[config.mk]
export PLATFORM = sky130hd
export DESIGN_NAME = factor_split_two_dims_unit
export DESIGN_NICKNAME = d
export VERILOG_FILES = /design/src/hw/rtl/fsplit_pkg.sv /design/src/hw/rtl/fsplit_ram.sv /design/src/hw/rtl/fsplit_div.sv /design/src/hw/rtl/factor_split_two_dims_unit.sv
export SDC_FILE = /design/constraint.sdc
export NUM_CORES = 2
export LEC_CHECK = 0
export BUFFER_PORTS_ARGS = -buffer_cell sky130_fd_sc_hd__buf_4
export CORE_MARGIN = 10
export CORE_UTILIZATION = 64
export CTS_CLUSTER_SIZE = 14
export DETAILED_ROUTE_END_ITERATION = 6
export GPL_TIMING_DRIVEN = 0
export PLACE_DENSITY = 0.81
export SETUP_SLACK_MARGIN = 0.2
export SYNTH_ARGS = -nofsm -noshare
export SYNTH_HDL_FRONTEND = slang
export SYNTH_HIERARCHICAL = 1
export SYNTH_SLANG_ARGS = --single-unit
[constraint.sdc]
create_clock -name clk_i -period 9 [get_ports clk_i]
set_clock_uncertainty 0.15 [all_clocks]
set_input_delay 0.9 -clock clk_i [delete_from_list [all_inputs] [get_ports clk_i]]
set_output_delay 0.9 -clock clk_i [all_outputs]
set_load 0.01 [all_outputs]
[src/hw/rtl/fsplit_pkg.sv]
// Shared constants and types for the factor split unit.
package fsplit_pkg;

  localparam int unsigned DEF_VALUE_BITS = 31;
  localparam int unsigned DEF_MAX_PRIMES = 32;

  localparam int unsigned LIMIT_W   = 15;
  localparam int unsigned FIRST_W   = 14;
  localparam int unsigned DIM_LIMIT = 16384;

  localparam logic [LIMIT_W-1:0] LIMIT_RESET = 15'd8192;
  localparam logic [FIRST_W-1:0] FIRST_MAX   = 14'h3FFF;

  typedef enum logic [2:0] {
    ST_IDLE,
    ST_TRIAL,
    ST_WALK_RD,
    ST_WALK_CHK,
    ST_FINAL_DIV,
    ST_FINAL_WAIT
  } fsm_state_e;

endpackage

[src/hw/rtl/fsplit_ram.sv]
// Generic single write port RAM with registered read.
module fsplit_ram #(
  parameter int unsigned WIDTH = 8,
  parameter int unsigned DEPTH = 32
) (
  input  logic                     clk_i,
  input  logic                     we_i,
  input  logic [$clog2(DEPTH)-1:0] waddr_i,
  input  logic [WIDTH-1:0]         wdata_i,
  input  logic [$clog2(DEPTH)-1:0] raddr_i,
  output logic [WIDTH-1:0]         rdata_o
);

  logic [WIDTH-1:0] mem_q [DEPTH];
  logic [WIDTH-1:0] rdata_q;

  always_ff @(posedge clk_i) begin
    if (we_i) begin
      mem_q[waddr_i] <= wdata_i;
    end
    rdata_q <= mem_q[raddr_i];
  end

  assign rdata_o = rdata_q;

endmodule

[src/hw/rtl/fsplit_div.sv]
// Restoring divider, one quotient bit per cycle.
module fsplit_div #(
  parameter int unsigned WIDTH = fsplit_pkg::DEF_VALUE_BITS
) (
  input  logic             clk_i,
  input  logic             rst_ni,
  input  logic             start_i,
  input  logic [WIDTH-1:0] dividend_i,
  input  logic [WIDTH-1:0] divisor_i,
  output logic             done_o,
  output logic [WIDTH-1:0] quotient_o,
  output logic [WIDTH-1:0] remainder_o
);

  localparam int unsigned CW = $clog2(WIDTH);

  logic             run_q, run_d;
  logic             done_q, done_d;
  logic [CW-1:0]    cnt_q, cnt_d;
  logic [WIDTH-1:0] rem_q, rem_d;
  logic [WIDTH-1:0] quo_q, quo_d;
  logic [WIDTH-1:0] dvs_q, dvs_d;
  logic [WIDTH:0]   rem_sh;
  logic [WIDTH:0]   diff;
  logic             ge;

  always_comb begin
    rem_sh = {rem_q, quo_q[WIDTH-1]};
    diff   = rem_sh - {1'b0, dvs_q};
    ge     = rem_sh >= {1'b0, dvs_q};
    run_d  = run_q;
    done_d = 1'b0;
    cnt_d  = cnt_q;
    rem_d  = rem_q;
    quo_d  = quo_q;
    dvs_d  = dvs_q;
    if (start_i) begin
      run_d = 1'b1;
      cnt_d = '0;
      rem_d = '0;
      quo_d = dividend_i;
      dvs_d = divisor_i;
    end else if (run_q) begin
      rem_d = ge ? diff[WIDTH-1:0] : rem_sh[WIDTH-1:0];
      quo_d = {quo_q[WIDTH-2:0], ge};
      cnt_d = cnt_q + 1'b1;
      if (cnt_q == CW'(WIDTH - 1)) begin
        run_d  = 1'b0;
        done_d = 1'b1;
      end
    end
  end

  always_ff @(posedge clk_i or negedge rst_ni) begin
    if (!rst_ni) begin
      run_q  <= 1'b0;
      done_q <= 1'b0;
      cnt_q  <= '0;
    end else begin
      run_q  <= run_d;
      done_q <= done_d;
      cnt_q  <= cnt_d;
    end
  end

  always_ff @(posedge clk_i) begin
    rem_q <= rem_d;
    quo_q <= quo_d;
    dvs_q <= dvs_d;
  end

  assign done_o      = done_q;
  assign quotient_o  = quo_q;
  assign remainder_o = rem_q;

endmodule

[src/hw/rtl/factor_split_two_dims_unit.sv]
// Top level: trial division factoriser that splits a value into two factors.
//
//   port group        direction  handshake            payload
//   request           in         start / busy         value_to_split_i
//   result            out        done_o (one cycle)   first_factor_o, second_factor_o,
//                                                     too_large_o
//   limit register    in         cfg_we_i             cfg_wdata_i
//
// Each trial divisor costs one pass of the shared divider.
// A large prime input needs about sqrt(value) / 2 trials.
// busy is high from the accepting edge and falls in the cycle the result strobe shows.
// Reset clears the sequencer and sets the limit to 8192; the prime store has no reset.
// The receiver cannot stall; each result is shown for exactly one cycle.
module factor_split_two_dims_unit #(
  parameter int unsigned VALUE_BITS = fsplit_pkg::DEF_VALUE_BITS,
  parameter int unsigned MAX_PRIMES = fsplit_pkg::DEF_MAX_PRIMES
) (
  input  logic                            clk_i,
  input  logic                            rst_ni,
  input  logic                            start,
  output logic                            busy,
  input  logic [VALUE_BITS-1:0]           value_to_split_i,
  input  logic                            cfg_we_i,
  input  logic [fsplit_pkg::LIMIT_W-1:0]  cfg_wdata_i,
  output logic                            done_o,
  output logic [fsplit_pkg::FIRST_W-1:0]  first_factor_o,
  output logic [VALUE_BITS-1:0]           second_factor_o,
  output logic                            too_large_o
);

  localparam int unsigned LW     = fsplit_pkg::LIMIT_W;
  localparam int unsigned FW     = fsplit_pkg::FIRST_W;
  localparam int unsigned PW     = 2 * LW;
  localparam int unsigned CMP_W  = (VALUE_BITS > 16) ? VALUE_BITS : 16;
  localparam int unsigned AW     = $clog2(MAX_PRIMES);
  localparam int unsigned CNT_W  = $clog2(MAX_PRIMES + 1);

  fsplit_pkg::fsm_state_e state_q, state_d;

  logic [VALUE_BITS-1:0] value_q, value_d;
  logic [VALUE_BITS-1:0] rem_q, rem_d;
  logic [VALUE_BITS-1:0] dvr_q, dvr_d;
  logic [CNT_W-1:0]      cnt_q, cnt_d;
  logic [CNT_W-1:0]      k_q, k_d;
  logic [CNT_W-1:0]      k_m1;
  logic [LW-1:0]         first_q, first_d;
  logic [LW-1:0]         limit_q;
  logic [FW-1:0]         ff_q;
  logic [VALUE_BITS-1:0] sf_q;
  logic                  tl_q;
  logic                  done_q;
  logic                  res_load;

  logic                  div_start;
  logic [VALUE_BITS-1:0] div_dvd;
  logic [VALUE_BITS-1:0] div_dvs;
  logic                  div_done;
  logic [VALUE_BITS-1:0] div_quo;
  logic [VALUE_BITS-1:0] div_rem;

  logic                  wr_en;
  logic [VALUE_BITS-1:0] wr_data;
  logic [VALUE_BITS-1:0] prime_rd;
  logic [CMP_W-1:0]      prime_ext;
  logic [PW-1:0]         prod;
  logic                  prime_fits;
  logic [VALUE_BITS-1:0] dvr_next;

  fsplit_div #(
    .WIDTH (VALUE_BITS)
  ) u_div (
    .clk_i       (clk_i),
    .rst_ni      (rst_ni),
    .start_i     (div_start),
    .dividend_i  (div_dvd),
    .divisor_i   (div_dvs),
    .done_o      (div_done),
    .quotient_o  (div_quo),
    .remainder_o (div_rem)
  );

  fsplit_ram #(
    .WIDTH (VALUE_BITS),
    .DEPTH (MAX_PRIMES)
  ) u_stack (
    .clk_i   (clk_i),
    .we_i    (wr_en),
    .waddr_i (cnt_q[AW-1:0]),
    .wdata_i (wr_data),
    .raddr_i (k_m1[AW-1:0]),
    .rdata_o (prime_rd)
  );

  assign k_m1       = k_q - 1'b1;
  assign prime_ext  = CMP_W'(prime_rd);
  assign prod       = PW'(first_q) * PW'(prime_ext[LW-1:0]);
  assign prime_fits = (prime_ext < CMP_W'(limit_q)) && (prod < PW'(limit_q));
  assign dvr_next   = (dvr_q == VALUE_BITS'(2)) ? VALUE_BITS'(3) : dvr_q + VALUE_BITS'(2);

  always_comb begin
    state_d   = state_q;
    value_d   = value_q;
    rem_d     = rem_q;
    dvr_d     = dvr_q;
    cnt_d     = cnt_q;
    k_d       = k_q;
    first_d   = first_q;
    div_start = 1'b0;
    div_dvd   = rem_q;
    div_dvs   = dvr_q;
    wr_en     = 1'b0;
    wr_data   = rem_q;
    res_load  = 1'b0;
    case (state_q)
      fsplit_pkg::ST_IDLE: begin
        if (start) begin
          value_d   = value_to_split_i;
          rem_d     = value_to_split_i;
          dvr_d     = VALUE_BITS'(2);
          cnt_d     = '0;
          first_d   = LW'(1);
          div_start = 1'b1;
          div_dvd   = value_to_split_i;
          div_dvs   = VALUE_BITS'(2);
          state_d   = fsplit_pkg::ST_TRIAL;
        end
      end
      fsplit_pkg::ST_TRIAL: begin
        if (div_done) begin
          if ((div_quo < dvr_q) || (cnt_q == CNT_W'(MAX_PRIMES - 1))) begin
            k_d = cnt_q;
            if (rem_q > VALUE_BITS'(1)) begin
              wr_en = 1'b1;
              cnt_d = cnt_q + 1'b1;
              k_d   = cnt_q + 1'b1;
            end
            state_d = fsplit_pkg::ST_WALK_RD;
          end else if (div_rem == '0) begin
            wr_en     = 1'b1;
            wr_data   = dvr_q;
            cnt_d     = cnt_q + 1'b1;
            rem_d     = div_quo;
            div_start = 1'b1;
            div_dvd   = div_quo;
          end else begin
            dvr_d     = dvr_next;
            div_start = 1'b1;
            div_dvs   = dvr_next;
          end
        end
      end
      fsplit_pkg::ST_WALK_RD: begin
        if (k_q == '0) begin
          state_d = fsplit_pkg::ST_FINAL_DIV;
        end else begin
          state_d = fsplit_pkg::ST_WALK_CHK;
        end
      end
      fsplit_pkg::ST_WALK_CHK: begin
        if (prime_fits) begin
          first_d = prod[LW-1:0];
          k_d     = k_m1;
          state_d = fsplit_pkg::ST_WALK_RD;
        end else begin
          state_d = fsplit_pkg::ST_FINAL_DIV;
        end
      end
      fsplit_pkg::ST_FINAL_DIV: begin
        div_start = 1'b1;
        div_dvd   = value_q;
        div_dvs   = VALUE_BITS'(first_q);
        state_d   = fsplit_pkg::ST_FINAL_WAIT;
      end
      fsplit_pkg::ST_FINAL_WAIT: begin
        if (div_done) begin
          res_load = 1'b1;
          state_d  = fsplit_pkg::ST_IDLE;
        end
      end
      default: begin
        state_d = fsplit_pkg::ST_IDLE;
      end
    endcase
  end

  always_ff @(posedge clk_i or negedge rst_ni) begin
    if (!rst_ni) begin
      state_q <= fsplit_pkg::ST_IDLE;
      limit_q <= fsplit_pkg::LIMIT_RESET;
      done_q  <= 1'b0;
      cnt_q   <= '0;
      k_q     <= '0;
    end else begin
      state_q <= state_d;
      done_q  <= res_load;
      cnt_q   <= cnt_d;
      k_q     <= k_d;
      if (cfg_we_i) begin
        limit_q <= cfg_wdata_i;
      end
    end
  end

  always_ff @(posedge clk_i) begin
    value_q <= value_d;
    rem_q   <= rem_d;
    dvr_q   <= dvr_d;
    first_q <= first_d;
    if (res_load) begin
      ff_q <= (first_q > LW'(fsplit_pkg::FIRST_MAX)) ? fsplit_pkg::FIRST_MAX
                                                     : first_q[FW-1:0];
      sf_q <= div_quo;
      tl_q <= (first_q > LW'(fsplit_pkg::DIM_LIMIT))
           || (CMP_W'(div_quo) > CMP_W'(fsplit_pkg::DIM_LIMIT));
    end
  end

  assign busy            = (state_q != fsplit_pkg::ST_IDLE);
  assign done_o          = done_q;
  assign first_factor_o  = ff_q;
  assign second_factor_o = sf_q;
  assign too_large_o     = tl_q;

endmodule

==> impl_metrics.csv <==
group,metric,value,unit
run_status,status,"complete, but fails checks",
run_status,violations,"design-rule violations, max-capacitance violations, max-slew violations",
hold_path,hold_class,"in -> reg",
critical_path,crit_path_end,"first_q[14]$_SDFFCE_PN0P_",
route,wl_per_cell,26.7,um
critical_path,cp.depth,31,
critical_path,critical-path-slowest-cell,"fa_1",
cts,clockBufferDepth,3,
placed_design,gp_congestion,0.962,
critical_path,critPathKind,"reg -> reg",
grt,track_usage,0.309,
cts,htreeDepth,4,
route,ant_nets,0,
synthesis,syn_nets,5347,
cts,clock-sinks,1308,
placed_design,port_buffers,95,
critical_path,cp_data_arrival_time,8.82,ns
synthesis,ys.flop_type,"edfxtp_1",
critical_path,slowest_delay,0.58,ns
floorplanning,die_area,0.114,mm^2
synthesis,synthCells,4941,
grt,grt.overflow.total,0,
grt,grt_pass1_vias,43500,
cts,numCtsBuffers,133,
route,vias,43700,
sta,rsz0062_at_grt,"no",
grt,grt_max_degree,39,
sta,maxSlewHeadroom,-0.0283,
cts,worst_skew_pair.late_latency,0.78,ns
route,via_per_inst,6.57,
floorplanning,die_x,338,um
layout,nets,5654,
sta,drv_slew,33,
route,dr.pass1.iters,7,
route,drt-total-wl,178,mm
critical_path,reg2reg_slack,0.43,ns
synthesis,ys_seq_elements,1308,
synthesis,synth-edff-count,1208,
floorplanning,die_y,338,um
cts,cts_tree,"yes",
critical_path,path_max_fanout,9,
sta,timing.final.hold_violations,0,
cts,cts-root-buf,"clkbuf_16",
sta,worst_pin_slew,1.54,ns
critical_path,cpLargestDelayFamily,"adder cells",
synthesis,async_flop_share,0.0291,
placed_design,hpwl,122,mm
synthesis,yosysUniqueCellTypes,96,
sta,setup_viol,0,
grt,antenna_found_initial,3,
critical_path,required,9.24,ns
sta,fmax,0.117,GHz
critical_path,crit_start,"first_q[5]$_SDFFCE_PN0P_",
sta,fin_crit_sh,0.953,
critical_path,r2r_end,"first_q[14]$_SDFFCE_PN0P_",
critical_path,path_buf_inv,8,
synthesis,avgSynthCellArea,13.1,um^2
route,first_iter_violations,5412,
synthesis,yosysWarnings,6,
run,timing.max_cap.violations,1,
floorplanning,coreArea,0.100,mm^2
synthesis,ys_seq_area_frac,0.595,
route,drc_errors,1,
floorplanning,ios,98,
sta,period_needed,8.57,ns
floorplanning,rows,116,
grt,grt_pass1_wl,266,mm
layout,area_delta_synth_final,13.3,%
critical_path,reg2reg_from,"first_q[5]$_SDFFCE_PN0P_",
cts,cts.clk_slew.worst_paths,0.06,ns
floorplanning,start_util,0.646,
critical_path,cp-start-kind,"flop",
layout,drive_above_1_share,0.125,
critical_path,reg2reg_depth,31,
synthesis,netlist_area,0.0647,mm^2
sta,setup_tns,0,ns
critical_path,crit_path_end_kind,"flop",
layout,fillCellCount,6315,
-- layer usage --
| layer | GRT usage | part of all wire | up-vias |
|---|---|---|---|
| met5 | 0 | 0.00011 | - |
| met4 | 0.146 | 0.048 | 2 |
| met3 | 0.0570 | 0.10 | 508 |
| met2 | 0.499 | 0.48 | 2622 |
| met1 | 0.406 | 0.37 | 21700 |
| li1 | - | - | 19000 |
-- how the worst min path moves through the flow --
stage                                  startpoint                                 end  slack, ns  cells after the start
2_1_floorplan  u_div/remainder_o[12]$_SDFFE_PP0P_  u_div/remainder_o[12]$_SDFFE_PP0P_       0.33                      2
3_3_place_gp                   k_q[5]$_DFFE_PN0P_                  k_q[5]$_DFFE_PN0P_       0.35                      1
3_5_place_dp                   k_q[5]$_DFFE_PN0P_                  k_q[5]$_DFFE_PN0P_       0.37                      1
4_1_cts                      value_to_split_i[22]               value_q[22]$_DFFE_PP_       0.16                      1
5_1_grt                      value_to_split_i[22]               value_q[22]$_DFFE_PP_       0.17                      1
6_report                     value_to_split_i[16]               value_q[16]$_DFFE_PP_       0.19                      1
-- placed cells by master (no fill, tap or decap), types with 61 or more instances in the layout --
cell type / instances
nor2_1: 174
ha_1: 185
nand3_1: 137
and2_1: 144
clkbuf_1: 177
nand2_1: 401
o21ai_0: 137
edfxtp_1: 1208
a21oi_1: 204
mux2i_1: 535
buf_4: 143
a22o_1: 63
clkbuf_16: 135
a21o_1: 61
fa_1: 168
inv_1: 303
a22oi_1: 96
-- worst reg2reg max path: cells and delay by family, from the launching register on --
family	cells	cell delay, ns
adders and majority gates	8	3.67
and+or+nand+nor	9	2.10
buffers and inverters	8	0.77
AOI/OAI and AO/OA	5	0.77
DFF	1	0.52
xor gates and xnor gates	1	0.20
-- per-stage QoR --
| stage | hold slack, ns | cells | utilization | area, um^2 | setup slack, ns |
|---|---|---|---|---|---|
| 6_report | 0.185 | 6658 | 0.732 | 73300 | 0.425 |
| 2_1_floorplan | 0.326 | 4941 | - | 64700 | 0.756 |
| 3_3_place_gp | 0.355 | 6334 | 0.669 | 67000 | -3.14 |
| 3_5_place_dp | 0.368 | 6398 | 0.686 | 68700 | -0.867 |
| 5_1_grt | 0.174 | 6654 | 0.731 | 73300 | 0.167 |
| 4_1_cts | 0.157 | 6652 | 0.731 | 73200 | 0.205 |
-- cell type report --
type | instances | area (um^2) | share of cell area
sequential | 1308 | 38500 | 0.525
multi-input combinational | 3049 | 24300 | 0.332
clock buffer | 173 | 3610 | 0.0493
timing repair buffer | 171 | 2010 | 0.0275
tap | 1298 | 1620 | 0.0222
buffer | 280 | 1390 | 0.0190
inverter | 305 | 1140 | 0.0156
clock inverter | 70 | 703 | 0.00960
antenna | 4 | 10.0 | 0.000137
-- cell usage after synthesis, drive strengths merged, types with 26 or more instances --
master	count	share of area
edfxtp	1208	0.56
mux2i	535	0.083
nand2	402	0.023
inv	305	0.018
a21oi	213	0.017
nor2	211	0.013
ha	188	0.036
clkbuf	174	0.010
o21ai	174	0.013
fa	168	0.052
and2	144	0.014
nand3	138	0.011
buf	106	0.010
a22oi	96	0.011
a22o	63	0.0085
dfxtp	62	0.019
a21o	61	0.0071
nor3	61	0.0047
a31oi	51	0.0049
a221o	43	0.0067
nor4	42	0.0042
nand4	41	0.0040
o22ai	40	0.0039
dfrtp	37	0.014
mux2	37	0.0064
xnor2	26	0.0035
-- state kept, by name (all words and copies together), names as in the netlist, 31 cells and up --
name / flops
u_div/quotient_o: 31
u_div/dvs_q: 31
rem_q: 31
u_div/remainder_o: 31
u_stack/rdata_o: 31
second_factor_o: 31
dvr_q: 31
value_q: 31
u_stack/mem_q: 992
-- cell families after synthesis --
| family | count (synthesis) | share of synthesized area |
|---|---|---|
| mux | 572 | 0.0892 |
| fa+ha+maj | 356 | 0.0884 |
| compound gates | 890 | 0.0947 |
| xor+xnor | 47 | 0.00636 |
| simple gates | 1183 | 0.0886 |
| buf+inv | 585 | 0.0381 |
| flops | 1308 | 0.595 |
-- repair_timing --
item	CTS	global route
endpoints found under the hold margin	37	0
hold buffers	1	0
pin swaps	1	4
resized for setup	51	18
buffers inserted	9	2
setup endpoints to repair	23	21
cloned	1	0
Power is not shown: default switching activity piles up to over one toggle a cycle in this logic, so the estimate is an artifact.
